### src/rtl/svwd_pkg.sv
// ----------------------------------------------------------------------------
// svwd_pkg
// Shared types, constants and the debounce counter step for the supply
// voltage window debounce unit.
// ----------------------------------------------------------------------------
`default_nettype none

package svwd_pkg;

   // ADC sample width and debounce counter width
   localparam int SAMPLE_BITS   = 12;
   localparam int CNT_BITS      = 8;
   localparam int CSR_IDX_BITS  = 3;
   localparam int CSR_DATA_BITS = (SAMPLE_BITS > CNT_BITS) ? SAMPLE_BITS : CNT_BITS;

   typedef logic [SAMPLE_BITS-1:0]   sample_type;
   typedef logic [CNT_BITS-1:0]      cnt_type;
   typedef logic [CSR_IDX_BITS-1:0]  csr_idx_type;
   typedef logic [CSR_DATA_BITS-1:0] csr_data_type;

   // Register indexes on the CSR port
   localparam csr_idx_type CSR_OVER_THRESHOLD  = csr_idx_type'(0);
   localparam csr_idx_type CSR_OVER_RELEASE    = csr_idx_type'(1);
   localparam csr_idx_type CSR_UNDER_THRESHOLD = csr_idx_type'(2);
   localparam csr_idx_type CSR_UNDER_RELEASE   = csr_idx_type'(3);
   localparam csr_idx_type CSR_OVER_COUNT      = csr_idx_type'(4);
   localparam csr_idx_type CSR_UNDER_COUNT     = csr_idx_type'(5);

   // Register reset values
   localparam sample_type RST_OVER_THRESHOLD  = sample_type'(3500);
   localparam sample_type RST_OVER_RELEASE    = sample_type'(3300);
   localparam sample_type RST_UNDER_THRESHOLD = sample_type'(1500);
   localparam sample_type RST_UNDER_RELEASE   = sample_type'(1700);
   localparam cnt_type    RST_OVER_COUNT      = cnt_type'(10);
   localparam cnt_type    RST_UNDER_COUNT     = cnt_type'(10);

   localparam cnt_type CNT_MAX = '1;

   typedef enum logic [1:0] {
      REP_NONE   = 2'd0,
      REP_FAILED = 2'd1,
      REP_PASSED = 2'd2
   } report_type;

   typedef enum logic [1:0] {
      EV_NONE    = 2'd0,
      EV_ENTERED = 2'd1,
      EV_LEFT    = 2'd2
   } event_type;

   // Input beat
   typedef struct packed {
      logic       command;
      sample_type sample;
      logic       monitor_enable;
      logic       under_fault_active;
      logic       over_fault_active;
   } req_type;

   // Result beat
   typedef struct packed {
      report_type over_report;
      report_type under_report;
      event_type  over_event;
      event_type  under_event;
   } rsp_type;

   // Configuration registers as seen by the evaluation logic
   typedef struct packed {
      sample_type over_threshold;
      sample_type over_release;
      sample_type under_threshold;
      sample_type under_release;
      cnt_type    over_count;
      cnt_type    under_count;
   } cfg_type;

   typedef struct packed {
      cnt_type cnt;
      logic    fire;
   } step_type;

   // Saturating counter step: fires when the new value hits the limit,
   // clamps to the limit when it would go past it.
   function automatic step_type debounce_step(input cnt_type cnt, input cnt_type lim);
      cnt_type  n;
      step_type r;
      n = (cnt == CNT_MAX) ? CNT_MAX : cnt + cnt_type'(1);
      if (n > lim) begin
         r.cnt  = lim;
         r.fire = 1'b0;
      end else begin
         r.cnt  = n;
         r.fire = (n == lim);
      end
      return r;
   endfunction

endpackage

`default_nettype wire

### src/rtl/svwd_eval.sv
// ----------------------------------------------------------------------------
// svwd_eval
// Debounce counters and per-sample window evaluation. Counters advance on
// each beat that moves from the input register to the result register.
// ----------------------------------------------------------------------------
`default_nettype none

module svwd_eval (
   input  wire                 clock,
   input  wire                 reset,
   input  wire                 step,
   input  svwd_pkg::req_type   item,
   input  svwd_pkg::cfg_type   cfg,
   output svwd_pkg::rsp_type   result
);
   import svwd_pkg::*;

   cnt_type over_set_ff,  over_set_in;
   cnt_type over_rel_ff,  over_rel_in;
   cnt_type under_set_ff, under_set_in;
   cnt_type under_rel_ff, under_rel_in;

   // Checks run in order; each sees the counters left by the one before it
   always_comb begin
      step_type   st_os, st_ur, st_or, st_ur2, st_us;
      report_type orep, urep;
      event_type  oev, uev;
      cnt_type    os, orl, us, url;

      os   = over_set_ff;
      orl  = over_rel_ff;
      us   = under_set_ff;
      url  = under_rel_ff;
      orep = REP_NONE;
      urep = REP_NONE;
      oev  = EV_NONE;
      uev  = EV_NONE;
      st_os  = '0;
      st_ur  = '0;
      st_or  = '0;
      st_ur2 = '0;
      st_us  = '0;

      if (item.command || !item.monitor_enable) begin
         os = '0;
         us = '0;
      end else begin
         if (item.sample > cfg.over_threshold) begin
            // overvoltage set, then undervoltage release
            st_os = debounce_step(os, cfg.over_count);
            os    = st_os.cnt;
            if (st_os.fire) begin
               oev  = EV_ENTERED;
               uev  = EV_LEFT;
               orl  = '0;
               orep = REP_FAILED;
            end
            st_ur = debounce_step(url, cfg.under_count);
            url   = st_ur.cnt;
            if (st_ur.fire) begin
               uev  = EV_LEFT;
               us   = '0;
               urep = REP_PASSED;
            end
         end else begin
            // overvoltage release
            if (item.sample <= cfg.over_release) begin
               st_or = debounce_step(orl, cfg.over_count);
               orl   = st_or.cnt;
               if (st_or.fire) begin
                  oev  = EV_LEFT;
                  os   = '0;
                  orep = REP_PASSED;
               end
            end
            // undervoltage release
            if (item.sample >= cfg.under_release) begin
               st_ur2 = debounce_step(url, cfg.under_count);
               url    = st_ur2.cnt;
               if (st_ur2.fire) begin
                  uev  = EV_LEFT;
                  us   = '0;
                  urep = REP_PASSED;
               end
            end
            // undervoltage set
            if (item.sample < cfg.under_threshold) begin
               st_us = debounce_step(us, cfg.under_count);
               us    = st_us.cnt;
               if (st_us.fire) begin
                  uev  = EV_ENTERED;
                  url  = '0;
                  urep = REP_FAILED;
               end
            end
         end
         // active trouble code with an idle set counter reports passed
         if (item.under_fault_active && (us == '0)) begin
            urep = REP_PASSED;
         end
         if (item.over_fault_active && (os == '0)) begin
            orep = REP_PASSED;
         end
      end

      over_set_in  = os;
      over_rel_in  = orl;
      under_set_in = us;
      under_rel_in = url;

      result.over_report  = orep;
      result.under_report = urep;
      result.over_event   = oev;
      result.under_event  = uev;
   end

   // Counter state
   always_ff @(posedge clock) begin
      if (reset) begin
         over_set_ff  <= '0;
         over_rel_ff  <= '0;
         under_set_ff <= '0;
         under_rel_ff <= '0;
      end else if (step) begin
         over_set_ff  <= over_set_in;
         over_rel_ff  <= over_rel_in;
         under_set_ff <= under_set_in;
         under_rel_ff <= under_rel_in;
      end
   end

endmodule

`default_nettype wire

### src/rtl/supply_voltage_window_debounce_unit.sv
// ----------------------------------------------------------------------------
// supply_voltage_window_debounce_unit
// Debounced overvoltage / undervoltage monitor for one supply channel.
// ----------------------------------------------------------------------------
// Path: an accepted request beat is held in the input register, evaluated
//   combinationally, and loaded into the result register that drives rsp.
// Throughput: one beat per cycle while rsp does not stall; req_ready follows
//   rsp_ready combinationally, and the counters update on each advancing beat.
// Reset: synchronous; counters clear to zero, registers load their defaults,
//   both pipeline stages empty.
`default_nettype none

module supply_voltage_window_debounce_unit (
   input  wire                      clock,
   input  wire                      reset,
   // request channel
   input  wire                      req_valid,
   output logic                     req_ready,
   input  svwd_pkg::req_type        req_payload,
   // result channel
   output logic                     rsp_valid,
   input  wire                      rsp_ready,
   output svwd_pkg::rsp_type        rsp_payload,
   // configuration write channel
   input  wire                      csr_valid,
   output logic                     csr_ready,
   input  svwd_pkg::csr_idx_type    csr_index,
   input  svwd_pkg::csr_data_type   csr_wdata
);
   import svwd_pkg::*;

   cfg_type cfg_ff;
   req_type in_ff;
   logic    in_valid_ff;
   rsp_type out_ff;
   logic    out_valid_ff;
   rsp_type result;
   logic    advance;

   // Pipeline control
   assign advance   = in_valid_ff && (!out_valid_ff || rsp_ready);
   assign req_ready = !in_valid_ff || advance;
   assign csr_ready = 1'b1;
   assign rsp_valid   = out_valid_ff;
   assign rsp_payload = out_ff;

   // Configuration registers
   always_ff @(posedge clock) begin
      if (reset) begin
         cfg_ff.over_threshold  <= RST_OVER_THRESHOLD;
         cfg_ff.over_release    <= RST_OVER_RELEASE;
         cfg_ff.under_threshold <= RST_UNDER_THRESHOLD;
         cfg_ff.under_release   <= RST_UNDER_RELEASE;
         cfg_ff.over_count      <= RST_OVER_COUNT;
         cfg_ff.under_count     <= RST_UNDER_COUNT;
      end else if (csr_valid && csr_ready) begin
         unique case (csr_index)
            CSR_OVER_THRESHOLD:  cfg_ff.over_threshold  <= csr_wdata[SAMPLE_BITS-1:0];
            CSR_OVER_RELEASE:    cfg_ff.over_release    <= csr_wdata[SAMPLE_BITS-1:0];
            CSR_UNDER_THRESHOLD: cfg_ff.under_threshold <= csr_wdata[SAMPLE_BITS-1:0];
            CSR_UNDER_RELEASE:   cfg_ff.under_release   <= csr_wdata[SAMPLE_BITS-1:0];
            CSR_OVER_COUNT:      cfg_ff.over_count      <= csr_wdata[CNT_BITS-1:0];
            CSR_UNDER_COUNT:     cfg_ff.under_count     <= csr_wdata[CNT_BITS-1:0];
            default: ;
         endcase
      end
   end

   // Input register
   always_ff @(posedge clock) begin
      if (reset) begin
         in_valid_ff <= 1'b0;
      end else if (req_ready) begin
         in_valid_ff <= req_valid;
      end
   end

   always_ff @(posedge clock) begin
      if (req_valid && req_ready) begin
         in_ff <= req_payload;
      end
   end

   // Evaluation and counters
   svwd_eval u_eval (
      .clock  (clock),
      .reset  (reset),
      .step   (advance),
      .item   (in_ff),
      .cfg    (cfg_ff),
      .result (result)
   );

   // Result register
   always_ff @(posedge clock) begin
      if (reset) begin
         out_valid_ff <= 1'b0;
      end else if (advance) begin
         out_valid_ff <= 1'b1;
      end else if (rsp_ready) begin
         out_valid_ff <= 1'b0;
      end
   end

   always_ff @(posedge clock) begin
      if (advance) begin
         out_ff <= result;
      end
   end

   // Clear command or monitoring off yields an all-zero result
   a_clear_zero: assert property (@(posedge clock) disable iff (reset)
      advance && (in_ff.command || !in_ff.monitor_enable) |=> rsp_payload == '0)
      else $error("clear or disabled beat produced a nonzero result");

   // Entering overvoltage always comes with a failed report
   a_enter_fail: assert property (@(posedge clock) disable iff (reset)
      rsp_valid && (rsp_payload.over_event == EV_ENTERED)
      |-> rsp_payload.over_report == REP_FAILED)
      else $error("overvoltage entered without failed report");

   // A beat held in the input register is not dropped
   a_hold_in: assert property (@(posedge clock) disable iff (reset)
      in_valid_ff && !advance |=> in_valid_ff && $stable(in_ff))
      else $error("stalled input beat lost");

endmodule

`default_nettype wire

### config.mk
export PLATFORM = sky130hd
export DESIGN_NAME = supply_voltage_window_debounce_unit
export DESIGN_NICKNAME = d
export VERILOG_FILES = /design/src/rtl/svwd_pkg.sv /design/src/rtl/svwd_eval.sv /design/src/rtl/supply_voltage_window_debounce_unit.sv
export SDC_FILE = /design/constraint.sdc
export NUM_CORES = 1
export LEC_CHECK = 0
export ABC_AREA = 1
export BUFFER_PORTS_ARGS = -buffer_cell sky130_fd_sc_hd__buf_2
export CORE_ASPECT_RATIO = 0.9
export CORE_MARGIN = 2
export CORE_UTILIZATION = 55
export CTS_BUF_LIST = sky130_fd_sc_hd__clkbuf_16
export CTS_CLUSTER_DIAMETER = 100
export DETAILED_ROUTE_END_ITERATION = 12
export PLACE_DENSITY = 0.73
export SYNTH_ARGS = -nofsm -noshare
export SYNTH_HDL_FRONTEND = slang
export SYNTH_SLANG_ARGS = --single-unit
export TNS_END_PERCENT = 5
### constraint.sdc
create_clock -name clock -period 6.6 [get_ports clock]
set_input_delay 0.33 -clock clock [delete_from_list [all_inputs] [get_ports clock]]
set_output_delay 0.33 -clock clock [all_outputs]
set_load 0.01 [all_outputs]
## Word level (Yosys, flattened, before mapping)

Index checks and enable logic that the tools add are counted.

| storage, ports and cells | value |
|---|---|
| register bits | 122 |
| bits of input ports | 36 |
| output and inout bits | 11 |
| logic and storage cells | 134 |

| operators by class | value |
|---|---|
| $add $sub $neg | 4 |
| magnitude comparators | 8 |
| equal/unequal tests | 14 |
| muxes and demuxes | 59 |
| bitwise gates (word level) | 1 |
| reductions and logical operators | 25 |

Operators by type and width:

| kind | number |
|---|---|
| 8-bit two-way mux | 25 |
| 9-bit two-way mux | 17 |
| 8-bit by 1-bit adder with 8-bit output, second input constant | 4 |
| 8-bit == test | 4 |
| 8-bit == test, second input constant | 4 |
| 8-bit greater-than comparator | 4 |
| 2-bit two-way mux | 14 |
| 8-bit zero test | 2 |
| 2-bit AND reduction | 7 |
| 12-bit >= comparator | 1 |
| 12-bit greater-than comparator | 1 |
| 12-bit less-or-equal comparator | 1 |
| 12-bit less-than comparator | 1 |
| 3-bit by 2-bit == test with 1-bit output, second input constant | 2 |
| 3-bit == test, second input constant | 2 |
| 1-bit logical AND | 4 |
| 4-bit AND reduction | 1 |
| 2-bit nonzero test | 2 |
| 2-bit OR reduction | 2 |
| 3-bit by 1-bit == test with 1-bit output, second input constant | 1 |
| 1-bit zero test | 3 |
| 3-bit zero test | 1 |
| 1-bit logical OR | 3 |
| 1-bit two-way mux | 3 |
| 2 further kinds | 2 |

## Logic depth before layout (Yosys ltp)

Gate-level depths: netlist of the first run.

| logic depth | value |
|---|---|
| depth after elaboration | 24 |
| mapped depth | 44 |

## By module

From an unflattened synthesis of the first run, not the netlist that was laid out.

| second synthesis, totals | value |
|---|---|
| cell total of the unflattened synthesis | 1181 |
| area, all modules | 8102.8 sq um |

By module, submodules not included:

| module | times used | cells each | area an instance (sq um) | sequential area each (sq um) |
|---|---|---|---|---|
| svwd_eval | 1 | 798 | 4833.4 | 640.6 |
| supply_voltage_window_debounce_unit | 1 | 383 | 3269.4 | 2042.0 |

## Least setup slack after synthesis of the first run

OpenSTA, ideal clock, no wires.

| path | value |
|---|---|
| path kind | reg2reg |
| from | register u_eval.under_rel_ff[0] |
| to | register out_ff, in the netlist rsp_payload[4] (data pin) |
| data arrival time | 4.593 ns |
| data required time | 6.342 ns |
| slack | 1.749 ns |
| cell stages (with the launch flop) | 39 |
| clock period less this slack | 4.851 ns |
| cell sequence | dfxtp_1 ha_1 nand2_1 nor2_1 inv_1 nor2_1 inv_1 nor3_1 nand2_1 inv_1 or2_2 ha_1 inv_1 nor4_4 nand2_2 buf_6 nand2_1 inv_1 (+3 left out) nand3_1 nor2_1 nor2_1 nand3_1 and2_1 ha_1 nand2_1 nor2_1 nand4_1 nand2_1 clkbuf_1 nand3_1 nand2_1 nand2_1 nand2_1 nand3_1 nor2_1 a21boi_1 |

| between the ends | value |
|---|---|
| longest elaborated chain between the ends | 24 |
| elaborated cells on any way between the ends | 34 |
| classes of those cells | add/sub: 2; order compare: 2; eq/ne: 4; mux: 23; reduce/logical: 3 |

RTL lines:

| what | RTL line | text |
|---|---|---|
| start, declared | svwd_eval.sv:21 | `cnt_type under_rel_ff, under_rel_in;` |
| start signal, assigned | svwd_eval.sv:128 | `under_rel_ff <= under_rel_in;` |
| 8-bit by 1-bit adder with 8-bit output / 8-bit == test (equally long branches) | svwd_pkg.sv:88 | `n = (cnt == CNT_MAX) ? CNT_MAX : cnt + cnt_type'(1);` |
| 8-bit two-way mux * | svwd_pkg.sv:88 |  |
| 8-bit greater-than comparator / 8-bit == test (equally long branches) | svwd_pkg.sv:89, svwd_pkg.sv:94 |  |
| 9-bit two-way mux * | svwd_pkg.sv:89 | `if (n > lim) begin` |
| 9-bit two-way mux | svwd_eval.sv:77 | `if (item.sample >= cfg.under_release) begin` |
| 9-bit two-way mux | svwd_eval.sv:48 | `if (item.sample > cfg.over_threshold) begin` |
| 9-bit two-way mux | svwd_eval.sv:44 | `if (item.command \|\| !item.monitor_enable) begin` |
| 8-bit two-way mux | svwd_eval.sv:80 | `if (st_ur2.fire) begin` |
| (+8 left out) | - |  |
| 9-bit two-way mux | svwd_eval.sv:48 |  |
| 9-bit two-way mux | svwd_eval.sv:44 |  |
| 8-bit two-way mux | svwd_eval.sv:87 | `if (item.sample < cfg.under_threshold) begin` |
| 8-bit two-way mux | svwd_eval.sv:48 |  |
| 8-bit two-way mux | svwd_eval.sv:44 |  |
| 8-bit zero test | svwd_eval.sv:98 | `if (item.under_fault_active && (us == '0)) begin` |
| 1-bit logical AND | svwd_eval.sv:98 |  |
| 2-bit OR reduction (no source line) | - |  |
| end signal, assigned | supply_voltage_window_debounce_unit.sv:107 | `out_ff <= result;` |
| end, declared | supply_voltage_window_debounce_unit.sv:35 | `rsp_type out_ff;` |

Mark *: on every way between the ends. The rest lies on a longest branch, timed or not. The select of a mux whose other input is x is not followed.
A chain may end at the register's enable or synchronous reset.

## Final worst setup path of the first run

| path | value |
|---|---|
| from | register u_eval.under_rel_ff[1] |
| to | register out_ff, in the netlist rsp_payload[5] (data pin) |

| between the ends | value |
|---|---|
| longest elaborated chain between the ends | 24 |
| elaborated cells on any way between the ends | 37 |
| classes of those cells | add/sub: 2; order compare: 2; eq/ne: 4; mux: 27; reduce/logical: 2 |

RTL lines:

| what | RTL line |
|---|---|
| 8-bit by 1-bit adder with 8-bit output / 8-bit == test (equally long branches) | svwd_pkg.sv:88 |
| 8-bit two-way mux * | svwd_pkg.sv:88 |
| 8-bit greater-than comparator / 8-bit == test (equally long branches) | svwd_pkg.sv:89, svwd_pkg.sv:94 |
| 9-bit two-way mux * | svwd_pkg.sv:89 |
| 9-bit two-way mux | svwd_eval.sv:77 |
| 9-bit two-way mux | svwd_eval.sv:48 |
| 9-bit two-way mux | svwd_eval.sv:44 |
| 8-bit two-way mux | svwd_eval.sv:80 |
| (+8 left out) | - |
| 9-bit two-way mux | svwd_eval.sv:48 |
| 9-bit two-way mux | svwd_eval.sv:44 |
| 8-bit two-way mux | svwd_eval.sv:87 |
| 8-bit two-way mux | svwd_eval.sv:48 |
| 8-bit two-way mux | svwd_eval.sv:44 |
| 8-bit zero test | svwd_eval.sv:98 |
| 1-bit logical AND | svwd_eval.sv:98 |
| 2-bit two-way mux * | svwd_eval.sv:98 |

Marks and branches as above.

==> results of run 1 <==
==> cell families (layout without fill, tap and decap cells) <==
kind of cell               Yosys count  count (layout)  share of synthesized area
AOI/OAI and AO/OA                  275             275                     0.2036
xor gates and xnor gates             1               1                   0.002125
adders and majority gates           83              83                     0.1356
buffers and inverters              211             259                     0.1054
DFF                                122             122                     0.3504
other                                1               1                  0.0004898
and+or+nand+nor                    371             371                     0.2023
==> cells in the final DEF, fill, tap and decap left out, types with 3 or more instances in the layout <==
master / n
nand2_1: 231
inv_1: 178
a21oi_1: 118
dfxtp_1: 98
o21ai_0: 85
ha_1: 83
nor2_1: 73
o211ai_1: 47
buf_2: 45
nand3_1: 30
edfxtp_1: 24
clkbuf_16: 17
nand4_1: 12
o2111ai_1: 9
nor3_1: 8
clkinv_1: 6
nand3_2: 4
o22ai_1: 4
bufinv_16: 4
buf_4: 4
nor2_2: 3
o21ai_1: 3
==> cell type report <==
cell class	instances	area (um2)
flip-flops and latches	122	2683
multi-input cells	731	4167
clock buffers	17	425.4
repair buffers	49	255.2
clock inverters	15	167.7
fillers	1196	4887
inverters	178	668.1
well taps	168	210.2
==> metal layers <==
layer  global-route usage  wire [um]
met1               0.3673       9083
met2               0.4184       8130
met3              0.04617       1070
met4              0.08864        353
met5                    0          0
==> cell usage after synthesis <==
library cell	n
nand2_4	1
o211ai_1	47
o2111ai_1	9
nand4_1	12
ha_1	83
o21ai_0	85
buf_1	3
clkinv_1	2
dfxtp_1	98
nor4_4	1
buf_4	1
a21boi_1	1
nand3_2	4
o41ai_1	1
nand3b_1	1
or2_1	1
nand2_1	231
nor2_1	73
nor2_2	3
o221ai_1	1
inv_2	2
nand3_1	30
a21boi_0	2
a21oi_1	118
edfxtp_1	24
o21ai_1	3
buf_2	3
buf_6	1
clkbuf_1	25
o21a_1	2
conb_1	1
or2_2	2
inv_1	174
xor2_2	1
and2_1	1
o22ai_1	4
nor3_1	8
a2bb2oi_1	1
a211oi_1	1
nor4_1	1
nand2_2	2
==> power groups by stage <==
stage / logic (mW) / registers (mW) / clock network [mW]
final: 0.234 / 0.803 / 0.947
after detailed placement: 0.230 / 0.818 / 0
after global routing: 0.269 / 0.805 / 0.992
after global placement: 0.226 / 0.817 / 0
after CTS: 0.232 / 0.802 / 0.956
after floorplan: 0.165 / 0.813 / 0
==> stage by stage <==
| step | power, mW | hold slack [ns] | setup WS (ns) | utilization |
|---|---|---|---|---|
| floorplan | 0.9783 | 0.4289 | 1.749 | - |
| global placement | 1.043 | 0.4495 | 1.323 | 0.5929 |
| detailed placement | 1.048 | 0.4529 | 1.144 | 0.5929 |
| CTS | 1.990 | 0.07485 | 1.120 | 0.6370 |
| global route | 2.066 | 0.06821 | 0.3017 | 0.6370 |
| finish | 1.983 | 0.07800 | 1.085 | 0.6370 |
==> how the worst max path moves through the flow <==
| stage | endpoint | slack (ns) | cells after the start |
|---|---|---|---|
| after floorplan | rsp_payload[4] | 1.75 | 38 |
| after global placement | rsp_payload[4] | 1.32 | 38 |
| after global routing | rsp_payload[4] | 0.30 | 38 |
| after CTS | rsp_payload[4] | 1.12 | 38 |
| after detailed placement | rsp_payload[4] | 1.14 | 38 |
| final | rsp_payload[5] | 1.09 | 40 |
==> registers in the layout (all words and copies together) (netlist names) <==
name	count
u_eval.over_set_ff	8
rsp_valid	1
in_ff	16
in_valid_ff	1
u_eval.under_set_ff	8
u_eval.over_rel_ff	8
cfg_ff	64
u_eval.under_rel_ff	8
rsp_payload	8
==> results.md, run 1 <==
* Status: completed
* Max-slew violation count at 0
* Yosys cell types at 41
* Top-area cell type share of the netlist area at 0.2563
* Clock power frac at 0.478
* FMAX at 181.3 MHz
* Power density over cell area at 231.3 nW/um2
* CTS root buf: clkbuf_16
* DRC at 0
* Max_cap viols at 0
* Net Sw Frac at 0.2524
* Row count at 40
* CP Capture Type: register
* CTS tree: built
* CTS resizes at 0
* Cell count after placement at 1248
* Fin crit share at 0.8356
* Synth area leaders: dfxtp_1, ha_1, nand2_1
* CP Buf/Inv Count at 7
* Mapped Cells at 1064
* Synth Cell Area at 7656 um2
* Reg2reg setup slack at 1.09 ns
* Worst hold path type: in -> reg
* Post-CTS Setup Bufs at 0
* Die width at 128.4 um
* DIE AREA at 14880 um2
* Reg-to-Reg Start: u_eval.under_rel_ff[1]
* DR pass1 iterations at 5
* Via count of the first global-routing pass at 6280
* Initial Utilization at 0.5687
* DR vias at 6997
* # setup viols final at 0
* Gr usage total at 0.2641
* Pleak at 4.054 nW
* Hold_sp: req_payload[10]
* Post-DP HPWL at 13370 um
* Inserted Clock Buffers at 17
* Clk sink count at 122
* Drt total wl at 18640 um
* Clock buffer depth at 2
* Layout net count at 1218
* Final instance area at 8576 um2
* Total global routing overflow at 0
* Worst clock skew at 0.008815 ns
* Critical path launch point: u_eval.under_rel_ff[1]
* Max incr delay on CP at 0.37 ns
* Top Ports at 47
* Clk Latency, worst-skew pair at 0.42 ns
* Cell family with most CP delay: simple AND/OR/NAND/NOR gates
* Syn-to-layout area delta at 12.01%
* Worst slew pin tran at 1.057 ns
* Input/output buffers at 45
* RSZ-0062 raised after global routing: false
* Slowest cell on the critical path: dfxtp_1
* Reg clk slew, reported paths at 0.06 ns
* Power Internal at 1.483 mW
* Number of DRC markers in iteration 0 at 470
* Final Hold Fails at 0
* Synthesis-stage register bit count at 122
* Antenna Nets Post-Route at 0
* Vias per inst at 5.466
* Initial antenna violation count at 0
* Synth warn at 0
* Arr. time, crit path at 5.69 ns
* Setup total negative slack at 0 ns
* Setup crit start kind: register
* R2R depth at 40
* Layout cells sized above 1 at 0.08004
* Post-layout min period at 5.515 ns
* WHS Endpoint: in_ff[10]
* Wire length per cell at 14.56 um
* Post-Synthesis Net Count at 1183
* Part of the power in registers at 0.405
* Max IR drop VDD at 0.2057 mV
* Placed Area at 7983 um2
* Power share of the combinational group at 0.118
* R2r endpoint: rsp_payload[5]
* CP Max Fanout at 15
* Non-filler cells, final at 1280
* Hold-fix buffers, CTS at 0
* Routability cong. at 0.9021
* Cell taking the most area after synthesis: dfxtp_1
* H-tree depth at 4
* CORE AREA at 13460 um2
* Largest net degree at the start of global routing at 48
* NetSw at 500.6 uW
* Height of the die at 115.9 um
* Cell mode on critical path: nand2_1
* Crit Path Class: reg -> reg
* Data required, critical path at 6.77 ns
* Register area share after synthesis at 0.3504
* First-pass GRT wire length at 30720 um
* N_diodes at 0
* Max transition margin at 0.2954
* Syn Area/Cell at 7.196 um2
* Hold path depth at 1
No activity file was read; power rests on OpenSTA's default activity.
==> inputs of run 2 (changes only) <==
--- a/config.mk
+++ b/config.mk
@@ -13,7 +13,7 @@
 export CTS_BUF_LIST = sky130_fd_sc_hd__clkbuf_16
 export CTS_CLUSTER_DIAMETER = 100
 export DETAILED_ROUTE_END_ITERATION = 12
-export PLACE_DENSITY = 0.73
+export PLACE_DENSITY = 0.76
 export SYNTH_ARGS = -nofsm -noshare
 export SYNTH_HDL_FRONTEND = slang
 export SYNTH_SLANG_ARGS = --single-unit
==> constraint.sdc (replaced) <==
create_clock -name clock -period 4.4 [get_ports clock]
set_input_delay 0.22 -clock clock [delete_from_list [all_inputs] [get_ports clock]]
set_output_delay 0.22 -clock clock [all_outputs]
set_load 0.01 [all_outputs]
==> run 2 against run 1 <==
Compared with the run above: utilization up 7.8 points; setup slack got worse by 1.8 ns; the flow now finishes with violations (setup timing); critical path type unchanged; largest cell class unchanged; routed wire length up 15%.
==> results.md, run 2 (synthesized netlist as in run 1, its figures left out) <==
* CTS tree: built
* Cell mode on critical path: nand2_1
* Design Power at 3.132 mW
* N_diodes at 0
* Post-layout min period at 5.130 ns
* Status: finished with violations
* Clock buffer depth at 2
* CP Capture Type: register
* Worst hold slack at 0.07700 ns
* Crit Path Class: reg -> reg
* Worst clock skew at 0.007145 ns
* Largest Register: cfg_ff
* Initial antenna violation count at 0
* Fillers at 1047
* Die width at 128.4 um
* Vias per inst at 5.555
* Violated checks: setup timing
* RSZ-0062 raised after global routing: true
* Clk sink count at 122
* First-pass GRT wire length at 34270 um
* Max incr delay on CP at 0.37 ns
* Worst hold path type: in -> reg
* Commonest non-fill, non-tap cell in the layout: nand2_1
* Arr. time, crit path at 5.31 ns
* Inserted Clock Buffers at 17
* Row count at 40
* Top Ports at 47
* Max_cap viols at 0
* Initial Utilization at 0.5687
* CP Max Fanout at 6
* DIE AREA at 14880 um2
* Largest net degree at the start of global routing at 41
* FMAX at 194.9 MHz
* Syn-to-layout area delta at 25.79%
* H-tree depth at 4
* Slowest cell on the critical path: dfxtp_4
* Layout net count at 1310
* Setup crit start kind: register
* Clk Latency, worst-skew pair at 0.43 ns
* Routability cong. at 0.9125
* Wire length per cell at 15.66 um
* Gr usage total at 0.2935
* Antenna Nets Post-Route at 0
* Reg clk slew, reported paths at 0.06 ns
* Max IR drop VDD at 0.3320 mV
* Final Hold Fails at 0
* Most frequent cells in the layout: nand2_1, inv_1, a21oi_1
* Number of flip-flops in the largest register at 64
* Input/output buffers at 45
* Max transition margin at 0.4113
* Worst slew pin tran at 0.8820 ns
* Setup ws final at -0.7296 ns
* Drt total wl at 21490 um
* DR pass1 iterations at 8
* Layout cells sized above 1 at 0.1902
* Fin crit share at 1.166
* CTS root buf: clkbuf_16
* Power density over cell area at 325.2 nW/um2
* CORE AREA at 13460 um2
* Via count of the first global-routing pass at 7203
* Biggest regs: cfg_ff: 64 flops, in_ff: 16 flops
* # setup viols final at 20
* Post-DP HPWL at 14690 um
* Height of the die at 115.9 um
* Number of DRC markers in iteration 0 at 672
* DR vias at 7622
* Pleak at 4.508 nW
* Data required, critical path at 4.58 ns
* DRC at 0
* Max-slew violation count at 0
* Total global routing overflow at 0
[run 2: cell types whose count changed in the layout (fill, tap and decap cells not counted), sizes merged]
cell | before | now
buf | 49 | 125
clkinv | 8 | 3
bufinv | 4 | 3
clkbuf | 17 | 18
inv | 180 | 182
dlygate4sd3 | 0 | 16
clkinvlp | 1 | 4
[run 2: critical path: cells and delay by family (launching register included)]
kind / cells / cell delay (ns)
flip-flops: 1 / 0.37
adder cells (fa/ha/maj): 4 / 0.86
AND/OR/NAND/NOR: 24 / 2.16
buffers and inverters: 9 / 0.89
AO/OA/AOI/OAI: 4 / 0.60
[run 2: through the flow]
stage	worst slack, ns	instances	utilization	area [um2]	setup TNS [ns]
finish	-0.7296	1372	0.7153	9630	-11.56
global route	-1.092	1372	0.7153	9630	-17.88
CTS	-0.2921	1365	0.7016	9445	-2.515
detailed placement	-0.4283	1315	0.6336	8529	-4.801
global placement	-0.3044	1315	0.6336	8529	-2.490
floorplan	-0.2586	1064	-	7710	-0.7683
[run 2: path summary, 6_finish.rpt]
path | from | end | slack (ns) | cells past startpoint
hold reg to reg | cfg_ff[44] | cfg_ff[44] | 0.46 | 2
setup / recovery | u_eval.under_rel_ff[0] | rsp_payload[5] | -0.73 | 41
setup reg to reg | u_eval.under_rel_ff[0] | rsp_payload[5] | -0.73 | 41
hold / removal | req_valid | in_valid_ff | 0.08 | 3
[run 2: layer usage]
metal	track usage	up-vias	share of wire	wire length, um
met3	0.07572	55	0.073	1576
met1	0.3913	3492	0.45	9686
met5	0	-	0	0
met4	0.1092	0	0.026	553
li1	-	3809	-	-
met2	0.4617	266	0.45	9676
[run 2: layout make-up]
cell class / count / area (um2) / area share
inverters: 178 / 668.1 / 0.06938
well taps: 168 / 210.2 / 0.02183
clock buffers: 18 / 450.4 / 0.04677
multi-input cells: 731 / 4431 / 0.4600
repair buffers: 141 / 993.5 / 0.1032
flip-flops and latches: 122 / 2694 / 0.2797
clock inverters: 14 / 183.9 / 0.01910
[run 2: timing repair]
| item | 4_1_cts | 5_1_grt |
|---|---|---|
| setup endpoints to repair | 20 | 20 |
| hold endpoints to repair | 16 | 0 |
| hold buffers | 16 | 0 |
| resized for setup | 28 | 40 |
| cloned | 0 | 0 |
| buffers inserted | 2 | 7 |
| pin swaps | 12 | 29 |
[run 2: report_power, final]
part / internal (mW) / switching (mW) / total, mW
Clock: 0.937 / 0.575 / 1.51
Combinational: 0.158 / 0.263 / 0.421
Sequential: 1.18 / 0.0204 / 1.20
==> inputs of run 3 (changes only) <==
--- a/config.mk
+++ b/config.mk
@@ -16,5 +16,6 @@
 export PLACE_DENSITY = 0.76
 export SYNTH_ARGS = -nofsm -noshare
 export SYNTH_HDL_FRONTEND = slang
+export SYNTH_HIERARCHICAL = 1
 export SYNTH_SLANG_ARGS = --single-unit
 export TNS_END_PERCENT = 5
==> run 3 against run 2 <==
Compared with the run above: the run still ends with setup timing left; routed wire length increased by 4.1%; register-to-register slack improved by 0.23 ns; sequential power about the same; sequential share of layout area decreased by 1.5 points; setup slack improved by 0.23 ns.
==> results.md, run 3 <==
* Synthesis-stage register bit count at 122
* Status: finished with violations
* Post-Synthesis Net Count at 1300
* Setup crit start kind: register
* Setup total negative slack at -4.885 ns
* Reg clk slew, reported paths at 0.05 ns
* Slowest cell on the critical path: dfxtp_2
* Drt total wl at 22380 um
* DIE AREA at 15720 um2
* First-pass GRT wire length at 36360 um
* Synth warn at 6
* Top Ports at 47
* DR vias at 8160
* Yosys cell types at 45
* Net Sw Frac at 0.2690
* CP Buf/Inv Count at 13
* Final instance area at 10150 um2
* Number of DRC markers in iteration 0 at 630
* Number of flip-flops in the largest register at 64
* N_diodes at 0
* Die width at 131.9 um
* CORE AREA at 14560 um2
* Largest net degree at the start of global routing at 65
* NetSw at 818.9 uW
* CTS root buf: clkbuf_16
* Power density over cell area at 299.8 nW/um2
* FMAX at 204.2 MHz
* Inserted Clock Buffers at 17
* Cell mode on critical path: nand2_1
* Post-DP HPWL at 14560 um
* Input/output buffers at 45
* Antenna Nets Post-Route at 0
* Vias per inst at 5.337
* Initial antenna violation count at 0
* Fin crit share at 1.113
* Setup ws final at -0.4967 ns
* Layout net count at 1437
* Layout cells sized above 1 at 0.1901
* Post-layout min period at 4.897 ns
* Clock power frac at 0.451
* DR pass1 iterations at 6
* Synth Cell Area at 8103 um2
* Power Internal at 2.225 mW
* Part of the power in registers at 0.398
* Commonest non-fill, non-tap cell in the layout: nand2_1
* Most common cell in the netlist: nand2_1
* Largest Register: cfg_ff
* Register area share after synthesis at 0.3311
* Worst slew pin tran at 1.092 ns
* Syn Area/Cell at 6.861 um2
* Clock buffer depth at 2
* Worst hold path type: in -> reg
* Clk Latency, worst-skew pair at 0.43 ns
* CTS tree: built
* Max-slew violation count at 0
* Arr. time, crit path at 5.07 ns
* # setup viols final at 20
* Wire length per cell at 14.64 um
* Gr usage total at 0.2866
* RSZ-0062 raised after global routing: true
* Height of the die at 119.2 um
* Worst clock skew at 0.008780 ns
* Row count at 42
* Most frequent cells in the layout: nand2_1, inv_1, nor2_1
* Total global routing overflow at 0
* Max IR drop VDD at 0.3094 mV
* Via count of the first global-routing pass at 7812
* Max transition margin at 0.2707
* Post-synth top cells: nand2_1, inv_1, nor2_1, dfxtp_1, nand3_1
* CP Max Fanout at 7
* Synth area leaders: dfxtp_1, nand2_1, ha_1
* Power share of the combinational group at 0.152
* Crit Path Class: reg -> reg
* Synth async-reset ratio at 0
* Initial Utilization at 0.5566
* Cell taking the most area after synthesis: dfxtp_1
* Syn-to-layout area delta at 25.31%
* Max_cap viols at 0
* CP Capture Type: register
* Violated checks: setup timing
* Top-area cell type share of the netlist area at 0.2421
* Routability cong. at 0.8936
* Clk sink count at 122
* Post-synth EDFFs at 24
* Data required, critical path at 4.57 ns
* Max incr delay on CP at 0.35 ns
* Final Hold Fails at 0
* Design Power at 3.044 mW
* H-tree depth at 4
* Most used DFF post-synth: dfxtp_1
* Mapped Cells at 1181
* Placed Area at 8792 um2
* Cell family with most CP delay: simple AND/OR/NAND/NOR gates
* Pleak at 4.967 nW
* DRC at 0
* Biggest regs: cfg_ff: 64 flops, in_ff: 16 flops
[run 3: cell types whose count changed after synthesis, moves of 11 or more]
cell / change
a211oi_1: +11
a21oi_1: -51
clkbuf_1: -14
nand2_1: +76
nand3_1: +67
nor2_1: +75
o211ai_1: -26
o21ai_0: -43
[run 3: path summary, 6_finish.rpt]
path | cells past startpoint | slack, ns | startpoint | end
min reg2reg | 2 | 0.46 | cfg_ff[21] | cfg_ff[21]
max | 44 | -0.50 | u_eval/under_rel_ff[1] | rsp_payload[4]
min | 3 | 0.03 | csr_wdata[4] | cfg_ff[32]
max reg2reg | 44 | -0.50 | u_eval/under_rel_ff[1] | rsp_payload[4]
[run 3: routing by layer]
layer	part of all wire	vias up	track usage
met5	0	-	0
met4	0.019	0	0.1094
met3	0.069	43	0.05407
met2	0.47	283	0.4798
met1	0.44	3733	0.3674
li1	-	4101	-
[run 3: logic make-up after synthesis]
group,after synthesis,share of synthesized area
AOI/OAI and AO/OA,161,0.1133
other,1,0.0004628
adders and majority gates,83,0.1282
and+or+nand+nor,608,0.3196
xor gates and xnor gates,3,0.004170
buffers and inverters,203,0.1031
DFF,122,0.3311
[run 3: final cells by class]
cell class                      count  area [um2]
Multi-Input combinational cell    857        4925
Fill cell                        1191        4403
Clock inverter                     15       145.1
Timing Repair Buffer              148        1066
Inverter                          172       659.4
Sequential cell                   122        2685
Clock buffer                       17       425.4
Tap cell                          198       247.7
[run 3: power by group through the flow]
stage	clock, mW	combinational, mW	sequential, mW
floorplan	0	0.286	1.23
global placement	0	0.392	1.23
detailed placement	0	0.400	1.23
CTS	1.38	0.429	1.21
global route	1.43	0.522	1.21
finish	1.37	0.462	1.21
[run 3: stage by stage]
step	util	setup WS [ns]	std cells	hold WS [ns]
finish	0.6975	-0.4967	1529	0.02991
global route	0.6975	-0.8151	1529	0.02858
CTS	0.6781	-0.1861	1519	0.01941
detailed placement	0.6040	-0.3340	1435	0.3987
global placement	0.6040	-0.2312	1435	0.3960
floorplan	-	-0.06579	1181	0.2891
[run 3: worst min-delay path, cell delays in order]
cell and delay (ns):
buf_2 0.09, nand2_1 0.05, nand3_1 0.05
[run 3: repair_timing]
action,4_1_cts,5_1_grt
endpoints found under the hold margin,16,0
buffers inserted,35,10
endpoints found under the setup margin,20,20
cloned,1,0
pin swaps,24,28
resized for setup,19,54
hold buffers,16,0
